$ cat src/hdl/assert_macros.svh
// Assertion helper macros for the selective-repeat sender window.
// Included by modules that carry concurrent checks; no other dependencies.
`ifndef ASSERT_MACROS_SVH
`define ASSERT_MACROS_SVH

// Clocked check, disabled while the active-low reset is asserted
`define SRSW_ASSERT(label, clk, rst_n, prop, msg) \
    label: assert property (@(posedge clk) disable iff (!rst_n) (prop)) else $error(msg);

// Clocked check that also holds during reset
`define SRSW_ASSERT_ALWAYS(label, clk, prop, msg) \
    label: assert property (@(posedge clk) (prop)) else $error(msg);

`endif

$ cat src/hdl/srsw_pkg.sv
// Shared constants, types and helpers of the selective-repeat sender window.
// No dependencies; imported by the slot RAM user and the top level.
`timescale 1ns / 1ps

package srsw_pkg;

    localparam int PACKET_BYTES = 1024;
    localparam int SEQ_LIMIT    = 32768;
    localparam int WINDOW_MAX   = 16;

    localparam int SLOT_W = (WINDOW_MAX > 1) ? $clog2(WINDOW_MAX) : 1;
    localparam int CNT_W  = $clog2(WINDOW_MAX + 1);

    // result kinds
    localparam logic [1:0] KIND_NEW  = 2'd0;
    localparam logic [1:0] KIND_RTX  = 2'd1;
    localparam logic [1:0] KIND_FIN  = 2'd2;

    // configuration register indexes
    localparam logic [1:0] CFG_WINDOW  = 2'd0;
    localparam logic [1:0] CFG_FILE    = 2'd1;
    localparam logic [1:0] CFG_TIMEOUT = 2'd2;

    // one window slot as held in the slot RAM
    typedef struct packed {
        logic [14:0] seq;
        logic [10:0] bytes;
        logic [7:0]  wrap;
        logic [23:0] offset;
        logic [15:0] timer;
    } slot_t;

    // ring position of the entry pos places behind the head
    function automatic logic [SLOT_W-1:0] slot_at(input logic [SLOT_W-1:0] head,
                                                  input logic [CNT_W-1:0] pos);
        logic [CNT_W:0] sum;
        sum = (CNT_W+1)'(head) + (CNT_W+1)'(pos);
        if (sum >= (CNT_W+1)'(WINDOW_MAX)) begin
            sum = sum - (CNT_W+1)'(WINDOW_MAX);
        end
        return sum[SLOT_W-1:0];
    endfunction

endpackage

$ cat src/hdl/srsw_ram.sv
// Generic single-write, single-read synchronous RAM with registered read data.
// No dependencies; holds the window slots of the sender.
`timescale 1ns / 1ps

module srsw_ram #(
    parameter int WIDTH = 8,
    parameter int DEPTH = 16,
    parameter int AW    = (DEPTH > 1) ? $clog2(DEPTH) : 1
) (
    input  logic             aclk,
    input  logic             we,
    input  logic [AW-1:0]    waddr,
    input  logic [WIDTH-1:0] wdata,
    input  logic [AW-1:0]    raddr,
    output logic [WIDTH-1:0] rdata
);

    logic [WIDTH-1:0] mem [DEPTH];
    logic [WIDTH-1:0] rdata_reg;

    always_ff @(posedge aclk) begin
        if (we) begin
            mem[waddr] <= wdata;
        end
        rdata_reg <= mem[raddr];
    end

    assign rdata = rdata_reg;

endmodule

$ cat src/hdl/selective_repeat_sender_window.sv
// Selective-repeat sender window: top level with sequencer and result register.
// Depends on srsw_pkg, srsw_ram and assert_macros.svh.
//
// One input beat is a tick (s_tuser = 0) or an ACK (s_tuser = 1). Each beat
// first issues the next data packet when the window has room and file data
// remains, then walks the in-flight entries in the slot RAM, each in a read
// state and then a modify-and-write-back state, aging timers on a tick or
// looking for the matching entry on an ACK; an acked head then slides the
// window one entry per cycle. Results (at most three per beat) leave through
// the result register and may be stalled by m_tready; a new beat is accepted
// only in idle, after the last beat's results are all loaded for output.
// The read-modify-write loop through the single slot RAM paces the walk.
`timescale 1ns / 1ps
`include "assert_macros.svh"

module selective_repeat_sender_window (
    input  logic        aclk,
    input  logic        aresetn,
    // configuration write port
    input  logic        cfg_we,
    input  logic [1:0]  cfg_index,
    input  logic [23:0] cfg_wdata,
    // input beats
    input  logic        s_tvalid,
    output logic        s_tready,
    input  logic [23:0] s_tdata,   // ack_seq[15:0], ack_wrap[23:16]
    input  logic        s_tuser,   // command
    // result beats
    output logic        m_tvalid,
    input  logic        m_tready,
    output logic [63:0] m_tdata,   // seq_num[14:0], byte_count[25:15],
                                   // wrap_count[33:26], file_offset[57:34], zero
    output logic [1:0]  m_tuser,   // kind
    output logic        m_tlast    // last
);
    import srsw_pkg::*;

    localparam logic [2:0] ST_IDLE  = 3'd0;
    localparam logic [2:0] ST_ISSUE = 3'd1;
    localparam logic [2:0] ST_RD    = 3'd2;
    localparam logic [2:0] ST_MOD   = 3'd3;
    localparam logic [2:0] ST_SLIDE = 3'd4;
    localparam logic [2:0] ST_FIN   = 3'd5;
    localparam logic [2:0] ST_EMIT  = 3'd6;

    // configuration
    logic [4:0]  window_reg;
    logic [23:0] file_reg;
    logic [15:0] timeout_reg;

    // control and window state
    logic [2:0]            state_reg, state_next;
    logic                  cmd_reg, cmd_next;
    logic [15:0]           ack_seq_reg, ack_seq_next;
    logic [7:0]            ack_wrap_reg, ack_wrap_next;
    logic [WINDOW_MAX-1:0] acked_reg, acked_next;
    logic [SLOT_W-1:0]     head_reg, head_next;
    logic [CNT_W-1:0]      inflight_reg, inflight_next;
    logic [14:0]           next_seq_reg, next_seq_next;
    logic [7:0]            wraps_reg, wraps_next;
    logic [23:0]           send_off_reg, send_off_next;
    logic [14:0]           acked_total_reg, acked_total_next;
    logic                  fin_done_reg, fin_done_next;
    logic [CNT_W-1:0]      idx_reg, idx_next;
    logic [SLOT_W-1:0]     cur_slot_reg, cur_slot_next;
    logic                  found_reg, found_next;
    logic                  pend_new_reg, pend_new_next;
    logic                  pend_rtx_reg, pend_rtx_next;
    logic                  pend_fin_reg, pend_fin_next;
    slot_t                 new_data_reg, new_data_next;
    slot_t                 rtx_data_reg, rtx_data_next;

    // result register
    logic        out_valid_reg, out_valid_next;
    logic [1:0]  out_kind_reg, out_kind_next;
    slot_t       out_data_reg, out_data_next;
    logic        out_last_reg, out_last_next;

    // slot RAM port
    logic              mem_we;
    logic [SLOT_W-1:0] mem_waddr;
    slot_t             mem_wdata;
    logic [SLOT_W-1:0] rd_addr;
    slot_t             rd_data;

    srsw_ram #(
        .WIDTH($bits(slot_t)),
        .DEPTH(WINDOW_MAX),
        .AW   (SLOT_W)
    ) u_slots (
        .aclk (aclk),
        .we   (mem_we),
        .waddr(mem_waddr),
        .wdata(mem_wdata),
        .raddr(rd_addr),
        .rdata(rd_data)
    );

    assign rd_addr = slot_at(head_reg, idx_reg);

    // issue decision
    logic [7:0]        lim_ext;
    logic              can_issue;
    logic [23:0]       left;
    logic [10:0]       cnt;
    logic [15:0]       seq_sum;
    logic [SLOT_W-1:0] issue_slot;

    always_comb begin
        lim_ext = (8'(window_reg) > 8'(WINDOW_MAX)) ? 8'(WINDOW_MAX) : 8'(window_reg);
        can_issue = (8'(inflight_reg) < lim_ext) && (send_off_reg < file_reg);
        left = file_reg - send_off_reg;
        cnt = (left < 24'(PACKET_BYTES)) ? left[10:0] : 11'(PACKET_BYTES);
        seq_sum = {1'b0, next_seq_reg} + 16'(cnt);
        issue_slot = slot_at(head_reg, inflight_reg);
    end

    // per-entry update terms
    logic [15:0] timer_inc;
    logic        expired;
    logic        ack_match;

    always_comb begin
        timer_inc = (rd_data.timer == 16'hFFFF) ? rd_data.timer : rd_data.timer + 16'd1;
        expired = timer_inc >= timeout_reg;
        ack_match = ((16'(rd_data.seq) + 16'(rd_data.bytes)) == ack_seq_reg) &&
                    (rd_data.wrap == ack_wrap_reg);
    end

    // sequencer
    always_comb begin
        state_next       = state_reg;
        cmd_next         = cmd_reg;
        ack_seq_next     = ack_seq_reg;
        ack_wrap_next    = ack_wrap_reg;
        acked_next       = acked_reg;
        head_next        = head_reg;
        inflight_next    = inflight_reg;
        next_seq_next    = next_seq_reg;
        wraps_next       = wraps_reg;
        send_off_next    = send_off_reg;
        acked_total_next = acked_total_reg;
        fin_done_next    = fin_done_reg;
        idx_next         = idx_reg;
        cur_slot_next    = cur_slot_reg;
        found_next       = found_reg;
        pend_new_next    = pend_new_reg;
        pend_rtx_next    = pend_rtx_reg;
        pend_fin_next    = pend_fin_reg;
        new_data_next    = new_data_reg;
        rtx_data_next    = rtx_data_reg;
        out_valid_next   = out_valid_reg && !m_tready;
        out_kind_next    = out_kind_reg;
        out_data_next    = out_data_reg;
        out_last_next    = out_last_reg;
        mem_we           = 1'b0;
        mem_waddr        = cur_slot_reg;
        mem_wdata        = rd_data;

        unique case (state_reg)
            ST_IDLE: begin
                if (s_tvalid) begin
                    cmd_next      = s_tuser;
                    ack_seq_next  = s_tdata[15:0];
                    ack_wrap_next = s_tdata[23:16];
                    state_next    = ST_ISSUE;
                end
            end
            ST_ISSUE: begin
                if (can_issue) begin
                    mem_we              = 1'b1;
                    mem_waddr           = issue_slot;
                    mem_wdata.seq       = next_seq_reg;
                    mem_wdata.bytes     = cnt;
                    mem_wdata.wrap      = wraps_reg;
                    mem_wdata.offset    = send_off_reg;
                    mem_wdata.timer     = 16'd0;
                    new_data_next       = mem_wdata;
                    acked_next[issue_slot] = 1'b0;
                    inflight_next       = inflight_reg + CNT_W'(1);
                    send_off_next       = send_off_reg + 24'(cnt);
                    if (seq_sum >= 16'(SEQ_LIMIT)) begin
                        next_seq_next = 15'(seq_sum - 16'(SEQ_LIMIT));
                        wraps_next    = wraps_reg + 8'd1;
                    end else begin
                        next_seq_next = seq_sum[14:0];
                    end
                    pend_new_next = 1'b1;
                end
                idx_next   = '0;
                found_next = 1'b0;
                state_next = ST_RD;
            end
            ST_RD: begin
                if (idx_reg == inflight_reg) begin
                    state_next = ST_FIN;
                end else begin
                    cur_slot_next = rd_addr;
                    state_next    = ST_MOD;
                end
            end
            ST_MOD: begin
                state_next = ST_RD;
                idx_next   = idx_reg + CNT_W'(1);
                if (!cmd_reg) begin
                    // tick: age unacked entries, retransmit the first expired one
                    if (!acked_reg[cur_slot_reg]) begin
                        mem_we = 1'b1;
                        if (!found_reg && expired) begin
                            mem_wdata.timer = 16'd0;
                            rtx_data_next   = mem_wdata;
                            found_next      = 1'b1;
                            pend_rtx_next   = 1'b1;
                        end else begin
                            mem_wdata.timer = timer_inc;
                        end
                    end
                end else if (ack_match) begin
                    // ack: first match decides, later entries are not looked at
                    if (idx_reg == '0) begin
                        acked_next[cur_slot_reg] = 1'b1;
                        state_next = ST_SLIDE;
                    end else begin
                        state_next = ST_FIN;
                    end
                    if (idx_reg == '0 || !acked_reg[cur_slot_reg]) begin
                        acked_next[cur_slot_reg] = 1'b1;
                        if (acked_total_reg != 15'h7FFF) begin
                            acked_total_next = acked_total_reg + 15'd1;
                        end
                    end
                end
            end
            ST_SLIDE: begin
                if (inflight_reg != '0 && acked_reg[head_reg]) begin
                    acked_next[head_reg] = 1'b0;
                    head_next     = slot_at(head_reg, CNT_W'(1));
                    inflight_next = inflight_reg - CNT_W'(1);
                end else begin
                    state_next = ST_FIN;
                end
            end
            ST_FIN: begin
                if (!fin_done_reg && inflight_reg == '0 && send_off_reg >= file_reg) begin
                    fin_done_next = 1'b1;
                    pend_fin_next = 1'b1;
                end
                state_next = ST_EMIT;
            end
            ST_EMIT: begin
                // results leave in order: new data, retransmission, FIN
                if (!(pend_new_reg || pend_rtx_reg || pend_fin_reg)) begin
                    state_next = ST_IDLE;
                end else if (!out_valid_reg || m_tready) begin
                    out_valid_next = 1'b1;
                    priority if (pend_new_reg) begin
                        out_kind_next = KIND_NEW;
                        out_data_next = new_data_reg;
                        out_last_next = !(pend_rtx_reg || pend_fin_reg);
                        pend_new_next = 1'b0;
                    end else if (pend_rtx_reg) begin
                        out_kind_next = KIND_RTX;
                        out_data_next = rtx_data_reg;
                        out_last_next = !pend_fin_reg;
                        pend_rtx_next = 1'b0;
                    end else begin
                        out_kind_next = KIND_FIN;
                        out_data_next = '0;
                        out_last_next = 1'b1;
                        pend_fin_next = 1'b0;
                    end
                end
            end
            default: begin
                state_next = ST_IDLE;
            end
        endcase
    end

    // state registers
    always_ff @(posedge aclk) begin
        if (!aresetn) begin
            state_reg       <= ST_IDLE;
            acked_reg       <= '0;
            head_reg        <= '0;
            inflight_reg    <= '0;
            next_seq_reg    <= '0;
            wraps_reg       <= '0;
            send_off_reg    <= '0;
            acked_total_reg <= '0;
            fin_done_reg    <= 1'b0;
            found_reg       <= 1'b0;
            pend_new_reg    <= 1'b0;
            pend_rtx_reg    <= 1'b0;
            pend_fin_reg    <= 1'b0;
            out_valid_reg   <= 1'b0;
        end else begin
            state_reg       <= state_next;
            acked_reg       <= acked_next;
            head_reg        <= head_next;
            inflight_reg    <= inflight_next;
            next_seq_reg    <= next_seq_next;
            wraps_reg       <= wraps_next;
            send_off_reg    <= send_off_next;
            acked_total_reg <= acked_total_next;
            fin_done_reg    <= fin_done_next;
            found_reg       <= found_next;
            pend_new_reg    <= pend_new_next;
            pend_rtx_reg    <= pend_rtx_next;
            pend_fin_reg    <= pend_fin_next;
            out_valid_reg   <= out_valid_next;
        end
    end

    // payload registers
    always_ff @(posedge aclk) begin
        cmd_reg      <= cmd_next;
        ack_seq_reg  <= ack_seq_next;
        ack_wrap_reg <= ack_wrap_next;
        idx_reg      <= idx_next;
        cur_slot_reg <= cur_slot_next;
        new_data_reg <= new_data_next;
        rtx_data_reg <= rtx_data_next;
        out_kind_reg <= out_kind_next;
        out_data_reg <= out_data_next;
        out_last_reg <= out_last_next;
    end

    // configuration registers
    always_ff @(posedge aclk) begin
        if (!aresetn) begin
            window_reg  <= 5'd4;
            file_reg    <= 24'd1;
            timeout_reg <= 16'd500;
        end else if (cfg_we) begin
            unique case (cfg_index)
                CFG_WINDOW:  window_reg  <= cfg_wdata[4:0];
                CFG_FILE:    file_reg    <= cfg_wdata;
                CFG_TIMEOUT: timeout_reg <= cfg_wdata[15:0];
                default: ;
            endcase
        end
    end

    // ports
    assign s_tready = (state_reg == ST_IDLE);
    assign m_tvalid = out_valid_reg;
    assign m_tuser  = out_kind_reg;
    assign m_tlast  = out_last_reg;
    assign m_tdata  = {6'd0, out_data_reg.offset, out_data_reg.wrap,
                       out_data_reg.bytes, out_data_reg.seq};

    // checks
    `SRSW_ASSERT(a_inflight_bound, aclk, aresetn,
                 inflight_reg <= CNT_W'(WINDOW_MAX), "in-flight count beyond window size")
    `SRSW_ASSERT(a_idle_clean, aclk, aresetn,
                 (state_reg == ST_IDLE) |-> !(pend_new_reg || pend_rtx_reg || pend_fin_reg),
                 "idle with results still pending")
    `SRSW_ASSERT(a_fin_empty, aclk, aresetn,
                 $rose(fin_done_reg) |-> (inflight_reg == '0), "FIN raised with packets in flight")

endmodule
$ cat config.mk
export PLATFORM = sky130hd
export DESIGN_NAME = selective_repeat_sender_window
export DESIGN_NICKNAME = d
export VERILOG_FILES = /design/src/hdl/srsw_pkg.sv /design/src/hdl/srsw_ram.sv /design/src/hdl/selective_repeat_sender_window.sv
export VERILOG_INCLUDE_DIRS = /design/src /design/src/hdl
export SDC_FILE = /design/constraint.sdc
export NUM_CORES = 2
export LEC_CHECK = 0
export BUFFER_PORTS_ARGS = -buffer_cell sky130_fd_sc_hd__buf_2
export CORE_UTILIZATION = 45
export DETAILED_ROUTE_END_ITERATION = 8
export SYNTH_ARGS = -nofsm -noshare
export SYNTH_HDL_FRONTEND = slang
export SYNTH_SLANG_ARGS = --single-unit
$ cat constraint.sdc
create_clock -name aclk -period 6.7 [get_ports aclk]
set_clock_uncertainty 0.1 [all_clocks]
set_input_delay 0.335 -clock aclk [delete_from_list [all_inputs] [get_ports aclk]]
set_output_delay 0.335 -clock aclk [all_outputs]
set_load 0.01 [all_outputs]
# After elaboration in Yosys (flattened, before gate mapping)
# Memory sizes are Yosys's and may differ from the RTL's. A register that Yosys moved wholly into a read port is not among the register bits.
# Index checks and enable logic that the tools add are counted.
[classes]
addsub = 16
n_lt_le_gt_ge = 16
eq_ne = 27
mux = 79
bitwise = 9
n_reduce_logical = 51
[ops]
columns = ["operator", "count"]
rows = [
  ["two-way mux 74 bit", 3],
  ["two-way mux 16 bit", 13],
  ["two-way mux 58 bit", 1],
  ["case mux 16 bit (3 select lines)", 1],
  ["adder 15 x 11 -> 16 bit", 2],
  ["AND 16 bit", 2],
  ["NOT 16 bit", 2],
  ["bitwise OR 16 bit", 2],
  ["case mux 16 bit (2 select lines)", 1],
  ["two-way mux 1 bit", 30],
  ["!= test 2 bit, second input constant", 15],
  ["adder 24 x 11 -> 24 bit", 1],
  ["greater-or-equal comparator 24 bit", 1],
  ["< comparator 24 x 11 -> 1 bit, second input constant", 1],
  ["< comparator 24 bit", 1],
  ["subtractor 24 bit", 1],
  ["case mux 3 bit (7 select lines)", 1],
  ["two-way mux 4 bit", 5],
  ["case mux 5 bit (2 select lines)", 2],
  ["two-way mux 3 bit", 6],
  ["adder 16 x 1 -> 16 bit, second input constant", 1],
  ["equality test 16 bit", 1],
  ["equality test 16 bit, second input constant", 1],
  ["greater-or-equal comparator 16 bit", 1],
  ["other kinds (44)", 103],
]
[totals]
ff_bits = 337
ram_bits = 1184
word_cells = 234
n_memories = 1
[mem_list]
columns = ["name", "words", "word_bits", "rd", "rd_ports_with_merged_regs", "write_ports", "line_no", "source"]
rows = [
  ["u_slots.mem", 16, 74, 1, 1, 1, "srsw_ram.sv:18", "logic [WIDTH-1:0] mem [DEPTH];"],
]

# Depth between registers and ports, before layout
[logic_depth]
word_depth = 14
mapped_depth = 27
ltp_nobuf = 27

# By module
# Synthesis repeated with hierarchy kept, for this count alone.
[unflattened]
hier_cells = 3766
hier_area_um2 = 64036.4
[modules_own_cells]
columns = ["mod", "instances", "cells_each", "area_per_inst_um2", "seq_area_each_um2"]
rows = [
  ["srsw_ram", 1, 1901, 45756.4, 37035.5],
  ["selective_repeat_sender_window", 1, 1865, 18280.0, 8858.5],
]

# Worst setup path before layout
# OpenSTA, ideal clock, no wires.
[synth_timing]
path_type = "register -> register"
start = "register with a tool-made name"
end = "memory u_slots.mem[0][0] (netlist name), enable pin"
t_arrival_ns = 6.124
t_required_ns = 6.093
setup_slack_ns = -0.031
path_stages_with_launch = 17
n_path_buf = 2
cell_sequence = "dfxtp_1 > ha_1 > inv_1 > fa_1 > a211oi_2 > o21ai_2 > o2111ai_1 > a21oi_1 > o31a_1 > o21ai_0 > or3_1 > buf_2 > inv_2 > clkbuf_1 > nor3_1 > a21oi_1 > nor2_1"
[synth_lines]
columns = ["item", "line_no"]
rows = [
  ["end, declared", "srsw_ram.sv:18"],
]

# Final worst setup path
[layout_timing]
start = "register file_reg[0]"
end = "register send_off_reg[18]"
[layout_via]
elab_chain_len = 4
word_cells_on_any_way = 7
cone_classes = "add/sub (2); order compare (2); mux (1); reduce/logical (2)"
[layout_rtl]
columns = ["item", "line_no", "source"]
rows = [
  ["start, declared", "selective_repeat_sender_window.sv:48", "logic [23:0] file_reg;"],
  ["start signal, assigned", "selective_repeat_sender_window.sv:338", "CFG_FILE: file_reg <= cfg_wdata;"],
  ["subtractor 24 bit (*)", "selective_repeat_sender_window.sv:112", "left = file_reg - send_off_reg;"],
  ["< comparator 24 x 11 -> 1 bit", "selective_repeat_sender_window.sv:113", "cnt = (left < 24'(PACKET_BYTES)) ? left[10:0] : 11'(PACKET_BYTES);"],
  ["two-way mux 11 bit (*)", "selective_repeat_sender_window.sv:113", ""],
  ["named net cnt[10]", "selective_repeat_sender_window.sv:105", "logic [10:0] cnt;"],
  ["adder 24 x 11 -> 24 bit (*)", "selective_repeat_sender_window.sv:181", "send_off_next = send_off_reg + 24'(cnt);"],
  ["end signal, assigned", "selective_repeat_sender_window.sv:304", "send_off_reg <= send_off_next;"],
  ["end, declared", "selective_repeat_sender_window.sv:61", "logic [23:0] send_off_reg, send_off_next;"],
]
# Mark *: on every way through the listed nets, which the timed path passes. The rest lies on a longest branch.
# A chain may end at the register's enable or synchronous reset.

==> results.json <==
{
  "ys_ff_latch": 1595,
  "met3_length_mm": 9.770,
  "hold_end": "window_reg[2]",
  "cp_top_family": "simple AND/OR/NAND/NOR gates",
  "fillers": 11324,
  "topRoutingLayerUsed": "met4",
  "cts_buffers": 165,
  "cp.buffers_inverters": 3,
  "cts.path.max_buffers": 3,
  "period_needed_ns": 6.306,
  "min_path_cells": 4,
  "cp.arrival_ns": 6.94,
  "clk_latency_ns": 0.81,
  "r2r_end": "send_off_reg[18]",
  "multi_input_area_um2": 17580,
  "final_area_um2": 74070,
  "regArea_um2": 45900,
  "endpoint_kind": "flip-flop",
  "die-height_um": 380.1,
  "first_pass_iters": 6,
  "crit_slowest_cell": "fa_1",
  "rsz0062_at_grt": "false",
  "yosys_warnings": 0,
  "cts_tree": "yes",
  "route.antenna.remaining_nets": 0,
  "finalNonFillerCells": 6063,
  "setup_viol_count_final": 0,
  "syn_area_um2": 64320,
  "num_rows": 138,
  "worstMarginPinSlew_ns": 1.197,
  "grt_usage_pct": 22.91,
  "wire_per_inst_um": 27.29,
  "ys.flop_type": "edfxtp_1",
  "grt_pass1_wl_mm": 241.7,
  "synth.avg_cell_area_um2": 17.03,
  "numPortBuffers": 118,
  "grt_max_degree": 150,
  "clock_sinks": 1595,
  "crit_required_ns": 7.33,
  "place_area_um2": 67860,
  "syn_inst": 3776,
  "dieArea_um2": 144400,
  "core_um2": 141800,
  "drive_gt1_share_pct": 20.35,
  "period_share_pct": 94.11,
  "cts-root-buf": "clkbuf_16",
  "fin_setup_tns_ns": 0,
  "largest_reg_flops": 1184,
  "synth_cell_types": 79,
  "via_per_inst": 5.807,
  "clk_pin_slew_ns": 0.06,
  "m1WireLength_mm": 73.88,
  "static-leakage-power_uw": 0.02464,
  "place.gp.congestion": 0.9112,
  "synthToLayoutAreaGrowth_pct": 15.16,
  "drtIter0Drc": 3608,
  "max_freq_ghz": 0.1586,
  "grt_overflow": 0,
  "cts-htree-levels": 4,
  "timing.final.hold_violations": 0,
  "crit_type": "reg2reg",
  "ff2ff_path_depth": 26,
  "start_util_pct": 45.37,
  "wl_mm": 165.5,
  "die_width_um": 380.1,
  "power.total_uw": 23420,
  "max-cap-violations": 0,
  "fin_hold_ws_ns": 0.07416,
  "dp_hpwl_mm": 96.61,
  "drc": 0,
  "dp_cells": 5696,
  "pin_count": 125,
  "startpoint_type": "flip-flop",
  "hold_class": "in2reg",
  "rrSetupSlack_ns": 0.39,
  "synth-seq-area-share_pct": 71.35,
  "routed-wl-met2_mm": 77.92,
  "nets": 4186,
  "status": "complete, no violations",
  "antenna_found_initial": 4,
  "cp_slowest_stage_delay_ns": 0.44,
  "grt_pass1_vias": 35114,
  "vdd_ir_drop_max_mv": 0.2440,
  "path_max_fanout": 10,
  "slew_headroom_pct": 19.65,
  "num_vias": 35205,
  "synth_edf_count": 1395,
  "drv_slew": 0,
  "p_per_area_nw_per_um2": 316.2,
  "min_from": "cfg_we",
  "ys_async_sr_fraction_pct": 0,
  "r2r_start": "file_reg[0]"
}
## worst register-to-register path, stage by stage, from the launching register on
cell,delay [ns]
dfxtp_1,0.31
inv_1,0.07
ha_1,0.17
inv_1,0.06
fa_1,0.44
a211oi_2,0.24
o21ai_2,0.14
a221o_1,0.41
or3_1,0.38
a211oi_2,0.21
nand4_1,0.20
nor4_4,0.44
inv_2,0.20
nor2_1,0.16
nand2_1,0.08
fa_1,0.41
nor2b_1,0.13
o21ai_0,0.11
a21boi_0,0.25
o21ai_0,0.13
a21boi_0,0.22
o21ai_0,0.11
nand2b_1,0.21
a211oi_2,0.14
or2_2,0.43
or3_1,0.33
a21oi_1,0.15
## where the power goes
group	switching (µW)	internal, µW	total (µW)	leakage (µW)
Clock	3880	5490	9370	0.00275
Combinational	1510	835	2340	0.00765
Sequential	213	11500	11700	0.0142
Total	5600	17800	23400	0.0246
## worst max path at each step
| stage | from | to | cells after the start |
|---|---|---|---|
| floorplan | flip-flop | u_slots.mem[0][0] | 16 |
| global placement | file_reg[0] | wraps_reg[5] | 24 |
| detailed placement | file_reg[0] | wraps_reg[6] | 24 |
| CTS | file_reg[0] | wraps_reg[6] | 24 |
| global route | file_reg[0] | send_off_reg[14] | 26 |
| finish | file_reg[0] | send_off_reg[18] | 26 |
## synth_stat cells, drive strengths merged (7+ instances only)
master,n,area share (%)
nor4,7,0.091
edfxtp,1395,65
nor2b,90,0.88
ha,93,1.8
nor3,37,0.32
o211ai,13,0.15
mux2i,83,1.3
a211oi,84,1.0
nand2,270,1.6
clkbuf,139,0.81
nand2b,10,0.097
a21o,32,0.38
a22o,70,0.95
dfxtp,200,6.2
or3,20,0.19
mux2,10,0.18
a21boi,10,0.12
mux4,306,11
and2,16,0.16
xor2,36,0.49
and3,27,0.26
a21oi,200,1.6
buf,56,0.38
xnor2,66,0.90
o21ai,93,0.73
nand3,43,0.33
nor2,132,0.77
nand4,22,0.21
a31oi,21,0.21
o21a,24,0.28
o31ai,8,0.093
fa,7,0.22
inv,80,0.47
## layout make-up
type / count / share of cell area (%)
Antenna cell: 1 / 0.003378
Clock buffer: 230 / 6.357
Clock inverter: 79 / 1.240
Inverter: 80 / 0.4172
Multi-Input combinational cell: 1911 / 23.73
Sequential cell: 1595 / 61.97
Tap cell: 1890 / 3.193
Timing Repair Buffer: 277 / 3.091
## stage by stage
step / worst slack [ns] / util (%)
3_5_place_dp: 0.2372 / 47.87
2_1_floorplan: -0.03092 / -
4_1_cts: 0.2130 / 52.24
3_3_place_gp: 0.3377 / 47.87
6_report: 0.3943 / 52.25
5_1_grt: 0.003970 / 52.25
## metal layers
layer	up-vias	global-route usage, %
li1	15443	-
met1	18392	33.17
met2	1147	36.13
met3	223	3.628
met4	0	6.205
met5	-	0
## logic make-up after synthesis
family                   share of synthesized area (%)
buffers and inverters                            1.655
flip-flops                                       71.35
AND/OR/NAND/NOR                                  5.258
AO/OA/AOI/OAI                                    6.128
adder cells (fa/ha/maj)                          2.027
multiplexers                                     12.18
XOR/XNOR                                         1.389
other                                         0.005830
## timing repair
action | in CTS | in global routing
hold buffers | 57 | 0
endpoints found under the hold margin | 74 | 0
setup endpoints to repair | 0 | 13
resized for setup | 0 | 2
buffers inserted | 0 | 0
## layout by cell type (no fill, tap or decap), types with 19 or more instances in the layout
| master | instances |
|---|---|
| nor2b_1 | 89 |
| xnor2_1 | 65 |
| dfxtp_1 | 199 |
| inv_1 | 76 |
| a22o_1 | 70 |
| a211oi_1 | 81 |
| clkbuf_8 | 25 |
| and3_1 | 26 |
| mux4_2 | 306 |
| nor3_1 | 33 |
| ha_1 | 92 |
| or3_1 | 19 |
| nand3_1 | 43 |
| xor2_1 | 35 |
| nor2_1 | 116 |
| nand4_1 | 22 |
| buf_2 | 118 |
| buf_12 | 29 |
| o21a_1 | 24 |
| clkbuf_16 | 169 |
| o21ai_0 | 85 |
| buf_4 | 73 |
| nand2_1 | 270 |
| dlygate4sd3_1 | 57 |
| a21o_1 | 31 |
| clkinv_2 | 24 |
| a21oi_1 | 200 |
| clkbuf_1 | 36 |
| edfxtp_1 | 1395 |
| a31oi_1 | 20 |
| mux2i_1 | 83 |
No activity file was read; power rests on OpenSTA's default activity.
